**config.mk**
```make
export PLATFORM = sky130hd
export DESIGN_NAME = escaped_info_record_parser_top
export DESIGN_NICKNAME = d
export VERILOG_FILES = /design/src/sv/eirp_pkg.sv /design/src/sv/escaped_info_record_parser_top.sv
export SDC_FILE = /design/constraint.sdc
export NUM_CORES = 1
export LEC_CHECK = 0
export BUFFER_PORTS_ARGS = -buffer_cell sky130_fd_sc_hd__buf_2
export CAP_MARGIN = 20
export CORE_MARGIN = 3
export CORE_UTILIZATION = 41
export DETAILED_ROUTE_END_ITERATION = 12
export HOLD_SLACK_MARGIN = 0.02
export PLACE_DENSITY_LB_ADDON = 0.2
export SLEW_MARGIN = 40
export SYNTH_ARGS = -nofsm -noshare
export SYNTH_HDL_FRONTEND = slang
export SYNTH_SLANG_ARGS = --single-unit
```
**constraint.sdc**
```tcl
create_clock -name clk -period 3.4 [get_ports clk]
set_clock_uncertainty 0.05 [all_clocks]
set_input_delay 0.51 -clock clk [delete_from_list [all_inputs] [get_ports clk]]
set_output_delay 0.51 -clock clk [all_outputs]
set_load 0.05 [all_outputs]
```
**src/sv/eirp_pkg.sv**
```systemverilog
// Shared types and constants for the escaped info record parser.
// No dependencies.
package eirp_pkg;

    localparam int FIFO_DEPTH = 4;
    localparam int FIFO_AW    = $clog2(FIFO_DEPTH);
    localparam int FIFO_CW    = $clog2(FIFO_DEPTH + 1);

    localparam logic [7:0] CH_COLON  = 8'h3A;
    localparam logic [7:0] CH_SEMI   = 8'h3B;
    localparam logic [7:0] CH_BSLASH = 8'h5C;
    localparam logic [7:0] CH_PLUS   = 8'h2B;
    localparam logic [7:0] CH_MINUS  = 8'h2D;
    localparam logic [7:0] CH_SPACE  = 8'h20;
    localparam logic [7:0] CH_ZERO   = 8'h30;
    localparam logic [7:0] CH_ONE    = 8'h31;
    localparam logic [7:0] CH_NINE   = 8'h39;
    localparam logic [7:0] CH_LOW_X  = 8'h78;
    localparam logic [7:0] CH_UP_X   = 8'h58;

    localparam logic [15:0] ID_LIMIT_RESET = 16'hFFFF;
    localparam logic [16:0] ACC_SAT        = 17'h10000;

    typedef enum logic [1:0] {
        KIND_KEY   = 2'd0,
        KIND_VALUE = 2'd1,
        KIND_REC   = 2'd2,
        KIND_END   = 2'd3
    } kind_t;

    typedef enum logic [4:0] {
        PH_REC_START = 5'b00001,
        PH_ID_SPACE  = 5'b00010,
        PH_ID_NUM    = 5'b00100,
        PH_KEY       = 5'b01000,
        PH_VALUE     = 5'b10000
    } phase_t;

    typedef enum logic [1:0] {
        RADIX_UNDECIDED = 2'd0,
        RADIX_DEC       = 2'd1,
        RADIX_OCT       = 2'd2,
        RADIX_HEX       = 2'd3
    } radix_t;

    typedef struct packed {
        kind_t       kind;
        logic [7:0]  ch;
        logic [15:0] id;
        logic        ok;
        logic        last;
    } result_t;

endpackage

```
**src/sv/escaped_info_record_parser_top.sv**
```systemverilog
// Top level of the escaped info record parser: byte parser and result queue.
// Depends on eirp_pkg.
//
// Takes one byte of a "id:key:value;" record string per cycle and gives decoded key
// and value bytes, a record-done result carrying the id, and a summary on the final
// byte. The parser state is updated in the cycle a byte is transferred, and its zero,
// one or two results go into a four-entry result queue; results leave it one per cycle
// while out_stall is low. A byte is taken in every cycle while the queue has at least
// two free entries, so the sustained rate is one byte per cycle, bounded only by
// results draining at one per cycle. id_limit may be written while the block is idle;
// it resets to 65535.
module escaped_info_record_parser_top
(
    input  logic                   clk,
    input  logic                   rst_n,
    input  logic                   cfg_wen,
    input  logic [15:0]            cfg_wdata,
    input  logic                   in_valid,
    output logic                   in_stall,
    input  logic [7:0]             text_byte,
    input  logic                   string_end,
    output logic                   out_valid,
    input  logic                   out_stall,
    output logic [1:0]             result_kind,
    output logic [7:0]             decoded_char,
    output logic [15:0]            record_id,
    output logic                   string_ok,
    output logic                   run_last
);
    import eirp_pkg::*;

    logic [15:0]  id_limit_reg;
    phase_t       phase_reg, phase_next;
    logic [16:0]  acc_reg, acc_next;
    radix_t       radix_reg, radix_next;
    logic         minus_reg, minus_next;
    logic         digits_reg, digits_next;
    logic         esc_reg, esc_next;
    logic         err_reg, err_next;

    result_t                fifo_reg [FIFO_DEPTH];
    logic [FIFO_AW-1:0]     wr_ptr_reg, wr_ptr_next, wr_ptr_b;
    logic [FIFO_AW-1:0]     rd_ptr_reg, rd_ptr_next;
    logic [FIFO_CW-1:0]     count_reg, count_next;

    logic        in_fire, out_fire;
    logic        do_id;
    logic        pres_valid;
    result_t     pres, endres, wr_a, wr_b;
    logic        wr_a_en, wr_b_en;
    logic [4:0]  dval;
    logic [20:0] acc_prod;
    logic        is_space;

    function automatic logic [4:0] digit_value(input logic [7:0] b);
        logic [4:0] v;
        if (b >= 8'h30 && b <= 8'h39)      v = 5'(b - 8'h30);
        else if (b >= 8'h61 && b <= 8'h66) v = 5'(b - 8'h61 + 8'd10);
        else if (b >= 8'h41 && b <= 8'h46) v = 5'(b - 8'h41 + 8'd10);
        else                               v = 5'd16;
        return v;
    endfunction

    assign in_fire  = in_valid && !in_stall;
    assign out_fire = out_valid && !out_stall;
    assign in_stall = count_reg > FIFO_CW'(FIFO_DEPTH - 2);

    assign dval     = digit_value(text_byte);
    assign is_space = (text_byte == CH_SPACE) || (text_byte >= 8'd9 && text_byte <= 8'd13);

    // acc * base + digit, by shifts and adds
    always_comb
    begin
        case (radix_reg)
            RADIX_DEC: acc_prod = {1'b0, acc_reg, 3'b0} + {3'b0, acc_reg, 1'b0}
                                  + 21'(dval);
            RADIX_OCT: acc_prod = {1'b0, acc_reg, 3'b0} + 21'(dval);
            default:   acc_prod = {acc_reg, 4'b0} + 21'(dval);
        endcase
    end

    always_comb
    begin
        phase_next  = phase_reg;
        acc_next    = acc_reg;
        radix_next  = radix_reg;
        minus_next  = minus_reg;
        digits_next = digits_reg;
        esc_next    = esc_reg;
        err_next    = err_reg;
        do_id       = 1'b0;
        pres_valid  = 1'b0;
        pres        = '{kind: KIND_KEY, ch: 8'd0, id: 16'd0, ok: 1'b0, last: 1'b0};

        if (!err_reg) begin
            if (text_byte == 8'd0) begin
                err_next = 1'b1;
            end else begin
                case (phase_reg)
                    PH_REC_START, PH_ID_SPACE:
                    begin
                        if (is_space) begin
                            phase_next = PH_ID_SPACE;
                        end else if (text_byte == CH_PLUS || text_byte == CH_MINUS) begin
                            minus_next = (text_byte == CH_MINUS);
                            phase_next = PH_ID_NUM;
                        end else begin
                            phase_next = PH_ID_NUM;
                            do_id      = 1'b1;
                        end
                    end
                    PH_ID_NUM:
                    begin
                        do_id = 1'b1;
                    end
                    PH_KEY, PH_VALUE:
                    begin
                        pres.kind = (phase_reg == PH_KEY) ? KIND_KEY : KIND_VALUE;
                        pres.ch   = text_byte;
                        if (esc_reg) begin
                            esc_next   = 1'b0;
                            pres_valid = 1'b1;
                        end else if (text_byte == CH_BSLASH) begin
                            esc_next = 1'b1;
                        end else if (phase_reg == PH_KEY && text_byte == CH_COLON) begin
                            phase_next = PH_VALUE;
                        end else if (phase_reg == PH_VALUE && text_byte == CH_SEMI) begin
                            pres_valid  = 1'b1;
                            pres.kind   = KIND_REC;
                            pres.ch     = 8'd0;
                            pres.id     = acc_reg[15:0];
                            phase_next  = PH_REC_START;
                            acc_next    = '0;
                            radix_next  = RADIX_UNDECIDED;
                            minus_next  = 1'b0;
                            digits_next = 1'b0;
                            esc_next    = 1'b0;
                        end else begin
                            pres_valid = 1'b1;
                        end
                    end
                    default:
                    begin
                        err_next = 1'b1;
                    end
                endcase

                if (do_id) begin
                    if (text_byte == CH_COLON) begin
                        if (!digits_reg || (minus_reg && acc_reg != '0) ||
                            acc_reg >= {1'b0, id_limit_reg}) begin
                            err_next = 1'b1;
                        end else begin
                            phase_next = PH_KEY;
                            esc_next   = 1'b0;
                        end
                    end else begin
                        case (radix_reg)
                            RADIX_UNDECIDED:
                            begin
                                if (!digits_reg) begin
                                    if (text_byte == CH_ZERO) begin
                                        digits_next = 1'b1;
                                    end else if (text_byte >= CH_ONE &&
                                                 text_byte <= CH_NINE) begin
                                        radix_next  = RADIX_DEC;
                                        acc_next    = 17'(dval);
                                        digits_next = 1'b1;
                                    end else begin
                                        err_next = 1'b1;
                                    end
                                end else if (text_byte == CH_LOW_X || text_byte == CH_UP_X) begin
                                    radix_next  = RADIX_HEX;
                                    digits_next = 1'b0;
                                end else if (dval < 5'd8) begin
                                    radix_next = RADIX_OCT;
                                    acc_next   = 17'(dval);
                                end else begin
                                    err_next = 1'b1;
                                end
                            end
                            default:
                            begin
                                if ((radix_reg == RADIX_DEC && dval < 5'd10) ||
                                    (radix_reg == RADIX_OCT && dval < 5'd8) ||
                                    (radix_reg == RADIX_HEX && dval < 5'd16)) begin
                                    acc_next = (acc_prod > 21'(ACC_SAT)) ? ACC_SAT
                                                                         : acc_prod[16:0];
                                    if (radix_reg == RADIX_HEX) begin
                                        digits_next = 1'b1;
                                    end
                                end else begin
                                    err_next = 1'b1;
                                end
                            end
                        endcase
                    end
                end
            end
        end

        endres = '{kind: KIND_END, ch: 8'd0, id: 16'd0,
                   ok: !err_next && phase_next == PH_REC_START, last: 1'b1};

        if (string_end) begin
            phase_next  = PH_REC_START;
            acc_next    = '0;
            radix_next  = RADIX_UNDECIDED;
            minus_next  = 1'b0;
            digits_next = 1'b0;
            esc_next    = 1'b0;
            err_next    = 1'b0;
        end

        // process result first, summary after; last flag on whichever ends the run
        wr_a    = pres_valid ? pres : endres;
        wr_a.last = pres_valid ? !string_end : 1'b1;
        wr_b    = endres;
        wr_a_en = in_fire && (pres_valid || string_end);
        wr_b_en = in_fire && pres_valid && string_end;
    end

    assign wr_ptr_b    = wr_ptr_reg + FIFO_AW'(1);
    assign wr_ptr_next = wr_ptr_reg + FIFO_AW'(wr_a_en) + FIFO_AW'(wr_b_en);
    assign rd_ptr_next = rd_ptr_reg + FIFO_AW'(out_fire);
    assign count_next  = count_reg + FIFO_CW'(wr_a_en) + FIFO_CW'(wr_b_en)
                         - FIFO_CW'(out_fire);

    assign out_valid    = count_reg != '0;
    assign result_kind  = fifo_reg[rd_ptr_reg].kind;
    assign decoded_char = fifo_reg[rd_ptr_reg].ch;
    assign record_id    = fifo_reg[rd_ptr_reg].id;
    assign string_ok    = fifo_reg[rd_ptr_reg].ok;
    assign run_last     = fifo_reg[rd_ptr_reg].last;

    always_ff @(posedge clk or negedge rst_n)
    begin
        if (!rst_n) begin
            id_limit_reg <= ID_LIMIT_RESET;
            phase_reg    <= PH_REC_START;
            acc_reg      <= '0;
            radix_reg    <= RADIX_UNDECIDED;
            minus_reg    <= 1'b0;
            digits_reg   <= 1'b0;
            esc_reg      <= 1'b0;
            err_reg      <= 1'b0;
            wr_ptr_reg   <= '0;
            rd_ptr_reg   <= '0;
            count_reg    <= '0;
        end else begin
            if (cfg_wen) begin
                id_limit_reg <= cfg_wdata;
            end
            if (in_fire) begin
                phase_reg  <= phase_next;
                acc_reg    <= acc_next;
                radix_reg  <= radix_next;
                minus_reg  <= minus_next;
                digits_reg <= digits_next;
                esc_reg    <= esc_next;
                err_reg    <= err_next;
            end
            wr_ptr_reg <= wr_ptr_next;
            rd_ptr_reg <= rd_ptr_next;
            count_reg  <= count_next;
        end
    end

    always_ff @(posedge clk)
    begin
        if (wr_a_en) begin
            fifo_reg[wr_ptr_reg] <= wr_a;
        end
        if (wr_b_en) begin
            fifo_reg[wr_ptr_b] <= wr_b;
        end
    end

endmodule

```
==> results by group, run 1 <==
Outcome
  – Status: finished, violations left
  – Failing checks: negative setup slack

Clocking
  – CTS tree: yes
  – CTS Buf Count: 17
  – Clk sinks: 163
  – H-tree Lvls: 4
  – Clk_lat worst skew: 430 ps
  – Clock Pin Slew Worst Setup and Hold Paths: 70 ps
  – Clock buffer depth: 2
  – Root Driver: clkbuf_16

Cells and area
  – Synth-to-layout area growth: 27.0%
  – Commonest non-fill, non-tap cells in the layout: 233 x nor2_1, 165 x buf_4, 142 x a21oi_1
  – Post-Layout Cell Count: 1805
  – Share of layout cells above drive strength 1: 27.1%
  – Antenna Cells: 0
  – Nets@finish: 1563
  – Max reg flops: 112
  – Most common cell after layout, fill and taps aside: nor2_1

Detailed routing
  – Drt pass-1 iters: 5
  – WL per Instance: 18.2 um
  – Wire length on met2: 15500 um
  – DR iter-0 viols: 745
  – DR vias/cell: 5.69
  – Top Layer Used: met4
  – DRC Markers: 0
  – WL met3: 1600 um
  – Final ANT Viol Nets: 0
  – DRT met1 WL: 15300 um
  – Drt total wl: 32800 um
  – Via total after detailed routing: 10300

Critical path
  – Worst path max stage delay: 490 ps
  – R2R setup slack: -320 ps
  – Crit path capture type: flop
  – End of the worst register-to-register path: acc_reg[7]
  – CP Cell Sequence: buf_12 > inv_12 > ha_4 > or3b_4 > and3_4 > o22ai_4 > inv_2 > fa_1 > inv_2 > ha_4 > nand2b_4 > a211oi_4 > o211a_1 > o21ai_1 > a31oi_4 > nand3_2 > o41ai_4 > buf_4 > nand4_4 > o31ai_1
  – Crit-path slowest cell: fa_1
  – Crit start category: input pin
  – Reg2reg path depth: 13
  – CP max FO: 5
  – RR Startpoint: acc_reg[0]
  – Critical Path AT: 4510 ps
  – CP required: 3690 ps
  – Crit path kind: input pin to flop

Timing
  – Worst slew margin: 49.7%
  – Period minus WS final: 4220 ps
  – RSZ-0062 raised after global routing: yes
  – Setup-failing EPs final: 17
  – Peak Freq: 237 MHz
  – Final Worst Setup Slack: -821 ps
  – Fin. Hold Viols: 0
  – Worst-Margin Slew: 752 ps
  – Setup_tns: -12240 ps
  – Slew Viols, Final: 0
  – Period utilisation layout: 124%

Floorplanning
  – Die width: 167 um
  – Number of core rows: 58
  – Core area: 25300 um^2
  – Die Y: 167 um
  – Starting Density: 41.9%
  – IO Pins: 60
  – Die ar.: 27800 um^2

Flow run
  – Max_cap viols: 0

Power and ir drop
  – Sw Pwr: 2.25 mW
  – PD cells: 458 nW/um^2
  – VDD IR-drop max: 0.727 mV
  – Clock share of power: 31.6%
  – Combinational power share: 31.0%
  – Sequential group share of total power: 37.4%
  – Sw frac: 36.5%
  – Standby leakage power: 5.77 nW
  – Cell internal pwr: 3.91 mW
  – Overall power: 6.15 mW

GRT
  – Vias in the first global route: 10100
  – Largest net degree at the start of global routing: 54
  – First-pass GRT wire length: 53100 um
  – Total global-route track usage: 23.2%
  – Grt ovf: 0
  – Initial antenna violation count: 0

Logic synthesis
  – Register bit total from synthesis: 163
  – Post-synth EDFFs: 4
  – Post-synthesis cell type count: 92
  – Seq/Total Area, Yosys: 33.8%
  – Ys Warns: 0
  – Synth Cell Area: 10600 um^2
  – Dominant synthesized flop cell: dfxtp_1
  – Synth Area per Inst: 8.23 um^2
  – Mapped Cells: 1287
  – Post-Syn Nets: 1388
  – Synth async-reset ratio: 31.3%

Placed design
  – I/O Buffers: 59
  – Final HPWL DP: 23300 um
  – GP Congestion: 0.902
  – Inst Count DP: 1753
  – Pre-CTS setup slack: -1550 ps

Hold path
  – Hold path cells: 3
  – Worst Hold Class: input pin to flop
  – Worst Hold End: id_limit_reg[7]
  – Hold_sp: cfg_wdata[7]
[power groups by stage]
stage | registers [mW] | clock network (mW) | logic, mW
4_1_cts | 2.31 | 1.97 | 1.86
3_3_place_gp | 2.34 | 0 | 1.80
3_5_place_dp | 2.35 | 0 | 1.83
2_1_floorplan | 2.25 | 0 | 1.32
5_1_grt | 2.34 | 2.05 | 2.09
6_report | 2.30 | 1.95 | 1.91
[synthesized netlist by cell type, drive strengths merged (14+ instances only)]
library cell,number,area share (%)
inv,52,1.8
o21a,14,0.99
nand3,39,1.9
ha,64,7.6
o31ai,16,1.1
xor2,16,1.3
buf,35,1.7
nor3,18,0.85
clkbuf,44,1.6
o21ai,60,2.9
dfxtp,108,20
dfstp,17,4.2
o211ai,19,1.4
dfrtp,34,8.0
nand2,122,4.3
nand4,18,1.3
a21oi,145,6.9
nor2,235,8.3
mux4,28,6.0
[layout make-up]
cell class | instances | area (um^2)
fill | 2398 | 11800
multi-input combinational | 993 | 6890
sequential | 163 | 3580
timing repair buffer | 234 | 1760
clock buffer | 18 | 450
tap | 330 | 413
inverter | 53 | 216
clock inverter | 14 | 135
[per-layer routing]
layer	up-vias	GRT usage, %
met2	299	37.9
li1	4967	-
met4	0	4.91
met1	4972	32.7
met5	-	0
met3	30	3.68
[stage by stage]
step | hold slack, ps | utilization, % | cell area (um^2)
after floorplan | 164 | - | 10700
after global placement | 394 | 48.9 | 12400
after detailed placement | 410 | 49.0 | 12400
after CTS | 225 | 52.2 | 13200
after global routing | 231 | 53.3 | 13400
final | 237 | 53.3 | 13400
[critical path: cells and delay by family]
family / cells / cell delay, ps
fa+ha+maj: 3 / 950
compound gates: 7 / 1650
buf+inv: 5 / 430
simple gates: 5 / 980
[repair_timing]
action                                  4_1_cts  5_1_grt
endpoints found under the setup margin       17       17
cloned                                        1        0
resized for setup                            24       38
pin swaps                                    15       25
buffers inserted                             12        7
hold buffers                                  1        0
endpoints found under the hold margin        23        0
[worst max-delay path by stage]
stage | from | depth (start not counted) | endpoint | slack [ps]
2_1_floorplan | text_byte[1] | 19 | acc_reg[0] | -1050
3_3_place_gp | text_byte[1] | 18 | acc_reg[14] | -1430
3_5_place_dp | text_byte[1] | 18 | acc_reg[14] | -1550
4_1_cts | text_byte[1] | 20 | acc_reg[11] | -820
5_1_grt | text_byte[0] | 21 | acc_reg[6] | -970
6_report | text_byte[1] | 20 | acc_reg[7] | -820
[kinds of logic after synthesis]
logic type	synth area share [%]
AOI/OAI and AO/OA	20.9
xor gates and xnor gates	2.40
adders and majority gates	8.89
buffers and inverters	5.12
DFF	33.8
muxes	6.36
and+or+nand+nor	22.5
Power figures use the tool's default switching activity.
==> run 2, diff against run 1 <==
--- a/config.mk
+++ b/config.mk
@@ -8,7 +8,7 @@
 export BUFFER_PORTS_ARGS = -buffer_cell sky130_fd_sc_hd__buf_2
 export CAP_MARGIN = 20
 export CORE_MARGIN = 3
-export CORE_UTILIZATION = 41
+export CORE_UTILIZATION = 45
 export DETAILED_ROUTE_END_ITERATION = 12
 export HOLD_SLACK_MARGIN = 0.02
 export PLACE_DENSITY_LB_ADDON = 0.2
==> run 2 against run 1 <==
Compared with the run above:
- the flow still finishes with violations (negative setup slack)
- critical path depth is the same
- cell count shrank 1.4%
- sequential share of layout area shrank 0.082 points
- highest routed layer unchanged
==> results by group, run 2 (same netlist as run 1, synthesis figures left out) <==
Critical path
  – CP Cell Sequence: buf_12 > inv_12 > ha_4 > or3b_4 > and3_4 > o22ai_4 > inv_2 > fa_1 > inv_2 > ha_4 > nand2b_4 > a211oi_4 > o211ai_1 > and4_1 > nor3_2 > nand3_2 > o41ai_4 > buf_6 > nand4_4 > o31ai_4
  – Critical Path AT: 4530 ps
  – Reg2reg path depth: 15
  – Crit path capture type: flop
  – Critical path buffer and inverter count: 5
  – CP required: 3690 ps
  – RR Startpoint: acc_reg[0]
  – Crit-path slowest cell: fa_1
  – End of the worst register-to-register path: acc_reg[0]
  – Worst path max stage delay: 490 ps
  – Crit start category: input pin
  – Top cell family by delay on the critical path: simple AND/OR/NAND/NOR gates
  – R2R setup slack: -330 ps
  – Crit path kind: input pin to flop
  – CP max FO: 5

Power and ir drop
  – Standby leakage power: 5.78 nW
  – Overall power: 6.28 mW
  – PD cells: 465 nW/um^2
  – VDD IR-drop max: 0.769 mV

Cells and area
  – Fillers: 2030
  – Design area: 13500 um^2
  – Post-Layout Cell Count: 1780
  – Antenna Cells: 0
  – Synth-to-layout area growth: 27.4%
  – Commonest non-fill, non-tap cells in the layout: 232 x nor2_1, 152 x buf_4, 142 x a21oi_1
  – Max reg flops: 112
  – Final core utilization: 59.0%
  – Nets@finish: 1555
  – Most common cell after layout, fill and taps aside: nor2_1
  – Share of layout cells above drive strength 1: 26.7%

Clocking
  – Clock Pin Slew Worst Setup and Hold Paths: 70 ps
  – H-tree Lvls: 4
  – CTS Buf Count: 17
  – Root Driver: clkbuf_16
  – Clock buffer depth: 2
  – CTS tree: yes
  – Clk sinks: 163
  – Clk_lat worst skew: 420 ps

Detailed routing
  – DR vias/cell: 5.78
  – WL per Instance: 17.9 um
  – Via total after detailed routing: 10300
  – DR iter-0 viols: 903
  – DRC Markers: 0
  – Final ANT Viol Nets: 0
  – DRT met1 WL: 14100 um
  – Top Layer Used: met4
  – Wire length on met2: 15400 um
  – Drt total wl: 31900 um
  – Drt pass-1 iters: 5
  – WL met3: 1740 um

Timing
  – Fin. Hold Viols: 0
  – Setup-failing EPs final: 17
  – Peak Freq: 236 MHz
  – Final Worst Setup Slack: -838 ps
  – Worst-Margin Slew: 749 ps
  – Slew Viols, Final: 0
  – Period minus WS final: 4240 ps
  – Worst slew margin: 49.9%
  – Period utilisation layout: 125%
  – RSZ-0062 raised after global routing: yes
  – Setup_tns: -12190 ps
  – Final hold slack: 39.4 ps

Floorplanning
  – Starting Density: 46.3%
  – Die Y: 159 um
  – Number of core rows: 55
  – IO Pins: 60
  – Die ar.: 25400 um^2
  – Die width: 159 um
  – Core area: 22800 um^2

Placed design
  – Final HPWL DP: 23100 um
  – I/O Buffers: 59
  – Inst Count DP: 1737
  – Pre-CTS setup slack: -1580 ps
  – GP Congestion: 0.936
  – Placed inst area: 12400 um^2

GRT
  – Largest net degree at the start of global routing: 54
  – Total global-route track usage: 24.8%
  – First-pass GRT wire length: 51700 um
  – Grt ovf: 0
  – Vias in the first global route: 9956
  – Initial antenna violation count: 0

Flow run
  – Max_cap viols: 0

Hold path
  – Worst Hold Class: input pin to async pin

Outcome
  – Status: finished, violations left
  – Failing checks: negative setup slack
-- run 2: changes by cell type in the layout (fill, tap and decap cells not counted), sizes merged --
cell | before | now
bufinv | 0 | 2
clkinvlp | 3 | 1
buf | 233 | 226
dlygate4sd3 | 1 | 0
-- run 2: report_power, final --
group          switching (mW)  total, mW  leakage, nW  internal (mW)
registers               0.179       2.29         1.54           2.12
clock network           0.878       2.05        0.310           1.17
logic                    1.15       1.94         3.93          0.791
-- run 2: area by class of cell --
cell class,count,area [um^2],area share [%]
flip-flops and latches,163,3580,26.5
clock inverters,14,185,1.37
repair buffers,226,1740,12.9
inverters,53,214,1.59
multi-input cells,993,6930,51.4
well taps,313,392,2.90
clock buffers,18,450,3.34
-- run 2: how the worst max path moves through the flow --
stage | startpoint | endpoint | slack [ps] | cells past startpoint
CTS | text_byte[1] | acc_reg[12] | -810 | 20
global route | text_byte[1] | acc_reg[0] | -990 | 20
finish | text_byte[1] | acc_reg[0] | -840 | 20
detailed placement | text_byte[1] | acc_reg[0] | -1580 | 18
floorplan | text_byte[1] | acc_reg[0] | -1050 | 19
global placement | text_byte[1] | acc_reg[12] | -1400 | 18
-- run 2: layer usage --
| layer | vias up | track usage (%) |
|---|---|---|
| li1 | 4967 | - |
| met1 | 4914 | 34.1 |
| met2 | 352 | 41.3 |
| met3 | 54 | 3.07 |
| met4 | 0 | 6.84 |
| met5 | - | 0 |
-- run 2: timing repair --
action / in CTS / in global routing
gates resized for setup: 40 / 30
pin swaps: 24 / 20
setup endpoints to repair: 17 / 17
hold buffers: 0 / 0
cloned: 1 / 0
buffers inserted: 7 / 3
endpoints found under the hold margin: 0 / 0
==> run 3, diff against run 2 <==
--- a/config.mk
+++ b/config.mk
@@ -8,7 +8,7 @@
 export BUFFER_PORTS_ARGS = -buffer_cell sky130_fd_sc_hd__buf_2
 export CAP_MARGIN = 20
 export CORE_MARGIN = 3
-export CORE_UTILIZATION = 45
+export CORE_UTILIZATION = 24
 export DETAILED_ROUTE_END_ITERATION = 12
 export HOLD_SLACK_MARGIN = 0.02
 export PLACE_DENSITY_LB_ADDON = 0.2
==> run 3 against run 2 <==
Compared with the run above:
- the run still ends with negative setup slack left
- combinational power is essentially flat
- wire length grew 13%
- count of clock-buffer cells in the layout grew 4
- maximum frequency shrank 0.25%
- total power shrank 2.4%
- worst hold slack gained 37 ps
- register-to-register slack is essentially flat
- critical endpoint is now acc_reg[16]
- highest routed layer unchanged
==> results by group, run 3 (same netlist as run 1, synthesis figures left out) <==
Placed design
  – Final HPWL DP: 26800 um
  – GP Congestion: 0.834
  – I/O Buffers: 59

Critical path
  – Most frequent CP cell: buf_6
  – Critical Path Source: text_byte[1]
  – Crit-path slowest cell: fa_1
  – CP required: 3670 ps
  – Crit start category: input pin
  – Crit path capture type: flop
  – End of the worst register-to-register path: acc_reg[0]
  – Crit path kind: input pin to flop
  – CP Cell Sequence: buf_12 > inv_12 > ha_4 > or3b_4 > and3_4 > o22ai_4 > inv_2 > fa_1 > inv_2 > ha_4 > o21ai_4 > o21ai_4 > buf_6 > a21oi_2 > a211o_1 > a41oi_2 > o21ai_2 > o41ai_4 > buf_6 > buf_6 > a211oi_2 > o22a_1
  – Reg2reg path depth: 15
  – R2R setup slack: -320 ps
  – Worst path max stage delay: 500 ps
  – RR Startpoint: acc_reg[2]
  – CP max FO: 7
  – Critical Path AT: 4520 ps

Cells and area
  – Antenna Cells: 0
  – Commonest non-fill, non-tap cells in the layout: 232 x nor2_1, 170 x buf_4, 142 x a21oi_1
  – Fillers: 4617
  – Nets@finish: 1574
  – Max reg flops: 112
  – Multi-input gate area: 6820 um^2
  – Reg area: 3580 um^2
  – Most common cell after layout, fill and taps aside: nor2_1
  – Synth-to-layout area growth: 30.4%
  – Share of layout cells above drive strength 1: 26.9%
  – Final core utilization: 31.8%

Power and ir drop
  – Standby leakage power: 5.82 nW
  – VDD IR-drop max: 0.631 mV
  – Overall power: 6.12 mW
  – PD cells: 444 nW/um^2

Floorplanning
  – Die Y: 216 um
  – Die ar.: 46700 um^2
  – IO Pins: 60
  – Starting Density: 24.4%
  – Die width: 216 um
  – Core area: 43400 um^2
  – Number of core rows: 76

Timing
  – Period utilisation layout: 125%
  – Final hold slack: 76.8 ps
  – Worst-Margin Slew: 748 ps
  – Slew Viols, Final: 0
  – Worst slew margin: 50.2%
  – Setup-failing EPs final: 17
  – Fin. Hold Viols: 0
  – Setup_tns: -13330 ps
  – Final Worst Setup Slack: -848 ps
  – RSZ-0062 raised after global routing: yes
  – Peak Freq: 235 MHz
  – Period minus WS final: 4250 ps

Hold path
  – Worst Hold Class: input pin to async pin

Detailed routing
  – DRC Markers: 0
  – WL per Instance: 17.4 um
  – DR iter-0 viols: 647
  – Drt total wl: 36000 um
  – DR vias/cell: 4.88
  – Via total after detailed routing: 10100
  – Final ANT Viol Nets: 0
  – Drt pass-1 iters: 7

GRT
  – Grt ovf: 0
  – First-pass GRT wire length: 57000 um
  – Vias in the first global route: 9933
  – Total global-route track usage: 15.4%
  – Initial antenna violation count: 0
  – Largest net degree at the start of global routing: 39

Clocking
  – H-tree Lvls: 4
  – Clock buffer depth: 2
  – Clock Pin Slew Worst Setup and Hold Paths: 70 ps
  – Clk_lat worst skew: 440 ps
  – CTS tree: yes
  – Clk sinks: 163
  – CTS Buf Count: 17
  – Root Driver: clkbuf_16

Outcome
  – Status: finished, violations left
  – Failing checks: negative setup slack

Flow run
  – Max_cap viols: 0
## run 3: changes by cell type in the layout (fill, tap and decap cells not counted), moves of 3 or more
| cell | change |
|---|---|
| buf_4 | +18 |
| inv_8 | -3 |
| clkbuf_1 | +3 |
| o31ai_1 | +3 |
| o31ai_4 | -4 |
| clkinv_4 | +3 |
## run 3: how the worst max path moves through the flow
stage	end	slack (ps)	cells past startpoint
floorplan	acc_reg[0]	-1050	19
global placement	acc_reg[14]	-1480	18
detailed placement	acc_reg[0]	-1590	18
CTS	acc_reg[11]	-860	20
global route	acc_reg[14]	-990	21
finish	acc_reg[16]	-850	22
## run 3: what timing repair did
action / CTS / global route
hold buffers: 0 / 0
gates resized for setup: 42 / 14
buffers inserted: 9 / 2
setup endpoints to repair: 17 / 17
cloned: 1 / 0
endpoints found under the hold margin: 0 / 0
pin swaps: 22 / 16
## run 3: cell type report
class	instances	area share [%]
Clock buffer	22	3.36
Clock inverter	10	0.716
Inverter	53	1.59
Multi-Input combinational cell	993	49.4
Sequential cell	163	25.9
Tap cell	585	5.30
Timing Repair Buffer	245	13.7
## run 3: report_power, final
| part | internal, mW | switching [mW] |
|---|---|---|
| Sequential | 2.12 | 0.187 |
| Combinational | 0.795 | 1.15 |
| Clock | 1.05 | 0.821 |
| Total | 3.97 | 2.16 |
## run 3: worst max-delay path: cells and delay by family
kind | cells | cell delay [ps]
compound gates | 10 | 1700
fa+ha+maj | 3 | 950
simple gates | 2 | 630
buf+inv | 7 | 710
## run 3: through the flow
step,setup slack (ps),std cells,cell area [um^2]
after floorplan,-1050,1287,10700
final,-848,2071,13800
after global placement,-1480,2027,12900
after global routing,-993,2071,13800
after CTS,-861,2069,13700
after detailed placement,-1590,2027,12900
## run 3: per-layer routing
metal | vias to the layer above | global-route usage [%] | wire, um
met5 | - | 0 | 0
met3 | 32 | 2.51 | 1700
met1 | 4847 | 21.9 | 17500
li1 | 4991 | - | -
met2 | 243 | 24.4 | 16200
met4 | 0 | 4.20 | 620
